## config.mk

```make
export PLATFORM = sky130hd
export DESIGN_NAME = express_first_priority_selection
export DESIGN_NICKNAME = d
export VERILOG_FILES = /design/src/efps_pkg.sv /design/src/efps_select.sv /design/src/express_first_priority_selection.sv
export SDC_FILE = /design/constraint.sdc
export NUM_CORES = 1
export LEC_CHECK = 0
export ABC_AREA = 1
export BUFFER_PORTS_ARGS = -buffer_cell sky130_fd_sc_hd__clkbuf_2
export CELL_PAD_IN_SITES_DETAIL_PLACEMENT = 0
export CELL_PAD_IN_SITES_GLOBAL_PLACEMENT = 2
export CORE_AREA = 2 2 76 78
export DETAILED_ROUTE_END_ITERATION = 12
export DIE_AREA = 0 0 78 80
export PLACE_DENSITY = 0.8
export SYNTH_ARGS = -nofsm -noshare
export SYNTH_HDL_FRONTEND = slang
export SYNTH_SLANG_ARGS = --single-unit
```

## constraint.sdc

```tcl
create_clock -name clk -period 1.9 [get_ports clk]
set_input_delay 0.19 -clock clk [delete_from_list [all_inputs] [get_ports clk]]
set_output_delay 0.19 -clock clk [all_outputs]
set_load 0.02 [all_outputs]
```

## src/efps_pkg.sv

```systemverilog
package efps_pkg;

  // number of queues the selector looks at (mask bits above are ignored)
  localparam int NUM_QUEUES = 8;

  // field widths
  localparam int MASK_W  = 8;
  localparam int QUEUE_W = 3;
  localparam int TYPE_W  = 2;
  localparam int ERR_W   = 2;

  // occupancy bits that belong to real queues
  localparam logic [63:0] QUEUE_MASK_FULL = (64'd1 << NUM_QUEUES) - 64'd1;
  localparam logic [MASK_W-1:0] QUEUE_MASK = QUEUE_MASK_FULL[MASK_W-1:0];

  // event kinds
  localparam logic [TYPE_W-1:0] REQ_MAC     = 2'd0;
  localparam logic [TYPE_W-1:0] REQ_ENQUEUE = 2'd1;
  localparam logic [TYPE_W-1:0] REQ_FRAME   = 2'd2;
  localparam logic [TYPE_W-1:0] REQ_FLUSH   = 2'd3;

  // error codes
  localparam logic [ERR_W-1:0] ERR_NONE        = 2'd0;
  localparam logic [ERR_W-1:0] ERR_DOUBLE_REQ  = 2'd1;
  localparam logic [ERR_W-1:0] ERR_UNSOLICITED = 2'd2;

  // selector outcome for one occupancy mask
  typedef struct packed {
    logic               hit;
    logic [QUEUE_W-1:0] queue;
    logic               all_empty;
    logic               express_waiting;
  } sel_t;

  // one result word, last field in the lowest bits
  typedef struct packed {
    logic               express_waiting;
    logic               all_empty;
    logic               request_open;
    logic [ERR_W-1:0]   error_code;
    logic               frame_express;
    logic               notify_upstream;
    logic [QUEUE_W-1:0] grant_queue;
    logic               grant_valid;
  } result_t;

  localparam int RESULT_W = $bits(result_t);

endpackage

```

## src/efps_select.sv

```systemverilog
module efps_select import efps_pkg::*; (
  input  logic [MASK_W-1:0] nonempty,
  input  logic [MASK_W-1:0] express_mask,
  output sel_t              sel
);

  logic [MASK_W-1:0]  ex;
  logic [MASK_W-1:0]  any;
  logic [MASK_W-1:0]  pool;
  logic [QUEUE_W-1:0] top;

  // express queues first, otherwise any queue in range
  assign any  = nonempty & QUEUE_MASK;
  assign ex   = any & express_mask;
  assign pool = (ex != '0) ? ex : any;

  // highest set bit of the chosen pool
  always_comb begin
    top = '0;
    for (int q = 0; q < MASK_W; q++) begin
      if (pool[q]) begin
        top = QUEUE_W'(q);
      end
    end
  end

  assign sel.hit             = (any != '0);
  assign sel.queue           = top;
  assign sel.all_empty       = (any == '0);
  assign sel.express_waiting = (ex != '0);

endmodule

```

## src/express_first_priority_selection.sv

```systemverilog
// Express-first strict-priority transmission selector for a preemption port.
// Each input word is one event: req_type in s_tuser, queue occupancy and the
// arrival queue in s_tdata. One event is accepted per clock cycle unless stalled;
// each yields exactly one result word via the input register, then the result
// register; the single-pass decode and priority encode between them sets that
// rate. The grant picks the highest-numbered nonempty express queue, else the
// highest-numbered nonempty queue. express_mask resets to zero; the user must
// write it via cfg_wr_en/cfg_wr_data only while no event is in flight (not enforced).
module express_first_priority_selection import efps_pkg::*; (
  input  logic        clk,
  input  logic        rst,
  // configuration: express_mask
  input  logic        cfg_wr_en,
  input  logic [7:0]  cfg_wr_data,
  // event input
  input  logic        s_tvalid,
  output logic        s_tready,
  // s_tdata: queue_not_empty[7:0], arrival_queue[10:8], zero fill
  input  logic [15:0] s_tdata,
  // s_tuser: req_type[1:0]
  input  logic [1:0]  s_tuser,
  // result output
  output logic        m_tvalid,
  input  logic        m_tready,
  // m_tdata: grant_valid[0], grant_queue[3:1], notify_upstream[4],
  // frame_express[5], error_code[7:6], request_open[8], all_empty[9],
  // express_waiting[10], zero fill
  output logic [15:0] m_tdata
);

  logic [MASK_W-1:0]  express_mask;
  logic               in_valid;
  logic [TYPE_W-1:0]  in_type;
  logic [MASK_W-1:0]  in_nonempty;
  logic [QUEUE_W-1:0] in_queue;
  logic               out_valid;
  result_t            out_res;
  logic               mac_request_open;
  logic               queue_request_waiting;
  logic               mac_request_open_next;
  logic               queue_request_waiting_next;
  result_t            res_next;
  sel_t               sel;
  logic               adv;

  // configuration register
  always_ff @(posedge clk) begin
    if (rst) begin
      express_mask <= '0;
    end else if (cfg_wr_en) begin
      express_mask <= cfg_wr_data;
    end
  end

  // handshake: input stage moves when result register is free or draining
  assign adv      = in_valid && (!out_valid || m_tready);
  assign s_tready = !in_valid || adv;

  // input register
  always_ff @(posedge clk) begin
    if (rst) begin
      in_valid <= 1'b0;
    end else if (s_tready) begin
      in_valid <= s_tvalid;
    end
  end

  always_ff @(posedge clk) begin
    if (s_tready && s_tvalid) begin
      in_type     <= s_tuser;
      in_nonempty <= s_tdata[7:0];
      in_queue    <= s_tdata[10:8];
    end
  end

  efps_select u_select (
    .nonempty     (in_nonempty),
    .express_mask (express_mask),
    .sel          (sel)
  );

  // event decode and flag update
  always_comb begin
    mac_request_open_next      = mac_request_open;
    queue_request_waiting_next = queue_request_waiting;
    res_next                   = '0;
    case (in_type)
      REQ_MAC: begin
        if (mac_request_open) begin
          res_next.error_code = ERR_DOUBLE_REQ;
        end else begin
          mac_request_open_next      = 1'b1;
          queue_request_waiting_next = !sel.hit;
          res_next.grant_valid       = sel.hit;
          res_next.grant_queue       = sel.hit ? sel.queue : '0;
        end
      end
      REQ_ENQUEUE: begin
        if (queue_request_waiting) begin
          queue_request_waiting_next = !sel.hit;
          res_next.grant_valid       = sel.hit;
          res_next.grant_queue       = sel.hit ? sel.queue : '0;
        end else if (!mac_request_open) begin
          res_next.notify_upstream = 1'b1;
        end
      end
      REQ_FRAME: begin
        if (!mac_request_open) begin
          res_next.error_code = ERR_UNSOLICITED;
        end else begin
          mac_request_open_next  = 1'b0;
          res_next.frame_express = (32'(in_queue) < NUM_QUEUES) && express_mask[in_queue];
        end
      end
      default: begin
        mac_request_open_next      = 1'b0;
        queue_request_waiting_next = 1'b0;
      end
    endcase
    res_next.request_open    = mac_request_open_next;
    res_next.all_empty       = sel.all_empty;
    res_next.express_waiting = sel.express_waiting;
  end

  // pending flags
  always_ff @(posedge clk) begin
    if (rst) begin
      mac_request_open      <= 1'b0;
      queue_request_waiting <= 1'b0;
    end else if (adv) begin
      mac_request_open      <= mac_request_open_next;
      queue_request_waiting <= queue_request_waiting_next;
    end
  end

  // result register
  always_ff @(posedge clk) begin
    if (rst) begin
      out_valid <= 1'b0;
    end else if (adv) begin
      out_valid <= 1'b1;
    end else if (m_tready) begin
      out_valid <= 1'b0;
    end
  end

  always_ff @(posedge clk) begin
    if (adv) begin
      out_res <= res_next;
    end
  end

  assign m_tvalid = out_valid;
  assign m_tdata  = {(16 - RESULT_W)'(0), out_res};

`ifndef SYNTH
  // a grant never comes out of an empty occupancy mask
  a_grant_nonempty: assert property (@(posedge clk) disable iff (rst)
    m_tvalid |-> !(out_res.grant_valid && out_res.all_empty))
    else $error("grant with all queues empty");

  // a double request leaves the request open
  a_double_req_open: assert property (@(posedge clk) disable iff (rst)
    (m_tvalid && out_res.error_code == ERR_DOUBLE_REQ) |-> out_res.request_open)
    else $error("double request reported with request closed");

  // an express tag only goes with a clean close of the request
  a_express_closes: assert property (@(posedge clk) disable iff (rst)
    (m_tvalid && out_res.frame_express) |->
      (out_res.error_code == ERR_NONE && !out_res.request_open && !out_res.grant_valid))
    else $error("express tag on a bad frame event");

  // an event that advances always reaches the result register next cycle
  a_advance: assert property (@(posedge clk) disable iff (rst)
    adv |=> out_valid)
    else $error("result lost after advance");
`endif

endmodule

```

# Yosys cells after proc, flatten, opt, wreduce, memory -nomap -nowiden
# Index checks and enable logic that the tools add are counted.
[op_classes]
order_cmp = 1
n_eq_ne = 3
mux = 24
n_bitwise = 3
n_reduce_logical = 15
[op_table]
columns = ["cell", "n"]
rows = [
  ["$mux 3", 7],
  ["$reduce_bool 8->1", 2],
  ["$and 8x8->8", 1],
  ["$logic_not 8->1", 1],
  ["$mux 1", 8],
  ["$mux 4", 2],
  ["$mux 8", 1],
  ["$pmux 4 s2", 1],
  ["$lt 3x4->1 const B", 1],
  ["$pmux 2 s2", 1],
  ["$bmux 1 s3", 1],
  ["$logic_not 1->1", 3],
  ["$pmux 1 s3", 1],
  ["$reduce_and 3->1", 1],
  ["$eq 2x1->1 const B", 1],
  ["$eq 2x2->1 const B", 1],
  ["$logic_and 1x1->1", 2],
  ["$logic_not 2->1", 1],
  ["$logic_or 1x1->1", 2],
  ["$mux 2", 1],
  ["$ne 2x2->1 const B", 1],
  ["$not 1->1", 2],
  ["$pmux 1 s2", 1],
  ["$reduce_and 2->1", 1],
  ["2 further kinds", 2],
]
[totals]
regBits = 36
in_bits = 31
elab_cells = 62

# Depth between registers and ports, before layout
[depth]
depth_word = 13
depth_mapped = 12
ltp_nobuf = 12

# Cells and area by module
# From an unflattened synthesis, not the netlist that was laid out.
[unflattened]
cells_unflattened = 175
area_unflattened_um2 = 1595.3
[modules_own_cells]
columns = ["module", "n_inst", "cells_each", "area_per_inst_um2"]
rows = [
  ["express_first_priority_selection", 1, 125, 1377.6],
  ["efps_select", 1, 50, 217.7],
]

# Worst setup path after synthesis
# Ideal clock, no wire load.
[synth_path]
kind = "register -> register"
from = "register in_nonempty[6]"
to = "register out_res (netlist bit m_tdata[1]) (data pin)"
setup_ns = 0.254
arrival_ns = 1.181
path_slack_ns = 0.466
stages_incl_launch_ff = 13
n_path_buf = 0
synth_period_minus_slack_ns = 1.434
path_cell_list = "edfxtp_1 nand2_2 nand2_1 nor2_2 nand2_2 inv_2 nand2_1 nand2_1 inv_1 nand2_1 nand2_1 nand2_1 a21oi_2"
[synth_rtl]
columns = ["item", "line_no", "rtl"]
rows = [
  ["start: declaration", "express_first_priority_selection.sv:34", "logic [MASK_W-1:0] in_nonempty;"],
  ["start signal: assignment", "express_first_priority_selection.sv:71", "in_nonempty <= s_tdata[7:0];"],
  ["end signal: assignment", "express_first_priority_selection.sv:149", "out_res <= res_next;"],
  ["end: declaration", "express_first_priority_selection.sv:37", "result_t out_res;"],
]

==> results.md <==
- Status: finished, final reports clean
- Final min period: 1.591 ns
- Sw Ratio: 25.13%
- Cts repair resizes: 0
- Routed WL: 2923 µm
- Synth Warn #: 0
- Die Ht: 80 µm
- Post-route ant nets: 0
- CP most frequent cell: nand2_1
- Clock buffer count from CTS: 5
- PwrDens: 864.1 mW/mm²
- RSZ-0062 raised after global routing: false
- Cell Area, Synth: 0.001530 mm²
- Initial antenna violation count: 0
- Commonest non-fill, non-tap cell in the layout: nand2_1
- Boundary pin count: 49
- Area grow syn2layout: 22.08%
- Nets: 233
- Share of cells above drive strength 1: 25.62%
- Longest Clk Path Bufs: 2
- Largest net degree at the start of global routing: 14
- Crit path max-delay cell type: edfxtp_1
- Seq pwr share: 56.5%
- Die area: 0.006240 mm²
- Syn_area_per_cell: 9.624 µm²
- HPWL after DPL: 2294 µm
- Clk sinks: 36
- Max Cap Violations: 0
- Slew headroom: 64.41%
- # DRC: 0
- Chip width: 78 µm
- Vias per cell: 4.062
- Iter 0 DRT Violations: 29
- Max-slew violations: 0
- Clk slew on worst S/H paths: 0.07 ns
- GP Congestion: 0.7229
- Share of the synthesized area in the top cell type: 47.10%
- Post-CTS Setup Inserts: 0
- Global route overflow: 0
- Max IR drop VDD: 0.3444 mV
- FP Rows: 27
- Reg2reg start: in_nonempty[2]$_DFFE_PP_
- Worst Path Max Fanout: 5
- Placed cell count: 267
- Setup crit start kind: register
- Synth area leaders: edfxtp_1 47%, dfxtp_1 16%, nand2_1 11%
- Area of the core: 0.005405 mm²
- Cts hold-fix bufs: 0
- Most frequent cells in the layout: 46 x nand2_1, 38 x clkbuf_2, 24 x edfxtp_1, 16 x inv_1, 13 x a21oi_1
- CP endpoint kind: register
- Worst-skew pair later-pin latency: 0.28 ns
- IO buf count: 38
- FMAX: 0.6284 GHz
- First-pass GRT wire length: 4961 µm
- Clock share of power: 31.2%
- Worst path cell trace: nand2_1 -> nand2_1 -> nor2_2 -> nand2_2 -> inv_2 -> nand2_1 -> nand2_1 -> inv_1 -> nand2_1 -> nand2_1 -> nand2_1 -> a21oi_2
- Final hold vios: 0
- Worst min path class: in2reg
- Slowest stage delay, CP: 0.43 ns
- Total track usage: 10.35%
- Final Non-Filler Cells: 275
- Critical path type: reg2reg
- Initial core utilization: 28.31%
- Total leakage power: 0.8218 nW
- Final period utilization: 83.76%
- Max Clock Skew: 0.007494 ns
- Total negative setup slack: 0 ns
- Seq cells post-synth: 36
- Sw Pwr: 0.4057 mW
- Combinational Power Share: 12.3%
- Ant diodes: 0
- CTS tree: done
- DR vias: 1117
- Power Internal: 1.209 mW
- CTS root buffer: clkbuf_8
- H-tree levels: 2
- Finish-stage setup viols: 0
- Sequential fraction of the synthesis area: 62.80%
- CP startpoint: in_nonempty[2]$_DFFE_PP_
- Area leader, netlist: edfxtp_1
- Syn Inst Count: 159
- Hold_sp: s_tdata[8]
- CP arrival: 1.63 ns
- DR WL/cell: 10.63 µm
- Pre-antenna DRT Iters: 4
- Unique cell type count in the Yosys netlist: 24
- CP Data Required Time: 1.93 ns
- Slew @ Worst Pin: 0.5333 ns
- Number of global-route vias before repair: 1041
==> synthesized netlist by cell type <==
cell / instances
inv_2: 2
a21oi_1: 13
nor4_1: 3
nand2_2: 2
a21oi_2: 2
a211oi_1: 3
nor3_1: 5
conb_1: 1
inv_1: 16
edfxtp_1: 24
nor2_1: 11
o21ai_1: 1
nor2_2: 2
nand2_1: 46
o311ai_0: 1
buf_4: 5
o211ai_1: 1
dfxtp_1: 12
clkbuf_1: 1
o2111a_1: 1
o21ai_0: 4
nand3_1: 1
nand3b_1: 1
clkinv_1: 1
==> registers in the layout, indices dropped and copies added (netlist names) <==
name,cells
m_tdata,11
express_mask,8
in_nonempty,8
in_queue,3
in_type,2
in_valid,1
m_tvalid,1
mac_request_open,1
queue_request_waiting,1
==> metrics by stage <==
stage | hold WS (ns) | power (mW) | setup WS (ns) | util, % | instance area [µm²]
after global placement | 0.3692 | 1.130 | 0.3079 | 33.01 | 1784
after CTS | 0.06868 | 1.642 | 0.2918 | 34.56 | 1868
after detailed placement | 0.3686 | 1.131 | 0.2996 | 33.01 | 1784
after global routing | 0.06783 | 1.710 | 0.1313 | 34.56 | 1868
final | 0.07844 | 1.614 | 0.3086 | 34.56 | 1868
after floorplan | 0.2685 | 1.068 | 0.4656 | - | 1545
==> power by group through the flow <==
stage          clock network (mW)  logic [mW]  registers [mW]
6_report                    0.504       0.198           0.913
2_1_floorplan                   0       0.128           0.939
5_1_grt                     0.561       0.232           0.917
3_3_place_gp                    0       0.199           0.930
3_5_place_dp                    0       0.201           0.931
4_1_cts                     0.528       0.201           0.913
==> logic make-up (layout without fill, tap and decap cells) <==
family          count (synthesis)  after routing  share of synthesized area [%]
compound gates                 26             26                          10.30
flops                          36             36                          62.80
other cells                     1              5                         0.2451
simple gates                   71             71                          19.30
buf+inv                        25             65                          7.359
==> per-layer routing <==
metal	share of wire, %	vias up	GRT usage [%]	routed length [µm]
met5	0	-	0	0
met4	1.1	0	3.684	32
met3	5.6	5	3.394	163
met2	44	34	16.29	1290
met1	49	470	13.35	1436
li1	-	608	-	-
==> critical path, delay by kind of cell (launching register included) <==
family                 cells  cell delay, ns
AO/OA/AOI/OAI              1            0.05
flip-flops                 1            0.43
AND/OR/NAND/NOR            9            0.71
buffers and inverters      2            0.14
==> cell type report <==
| class | count | area [µm²] |
|---|---|---|
| fillers | 590 | 3537 |
| flip-flops and latches | 36 | 960.9 |
| multi-input cells | 102 | 471.7 |
| repair buffers | 38 | 190.2 |
| well taps | 72 | 90.09 |
| clock buffers | 6 | 72.57 |
| inverters | 19 | 71.32 |
| clock inverters | 2 | 11.26 |
==> final timing paths <==
path / to / slack (ns) / depth (start not counted)
hold reg to reg: express_mask[2]$_SDFFE_PP0P_ / 0.48 / 2
setup reg to reg: m_tdata[1]$_DFFE_PP_ / 0.31 / 12
setup / recovery: m_tdata[1]$_DFFE_PP_ / 0.31 / 12
hold / removal: in_queue[0]$_DFFE_PP_ / 0.08 / 1
Power figures use the tool's default switching activity.
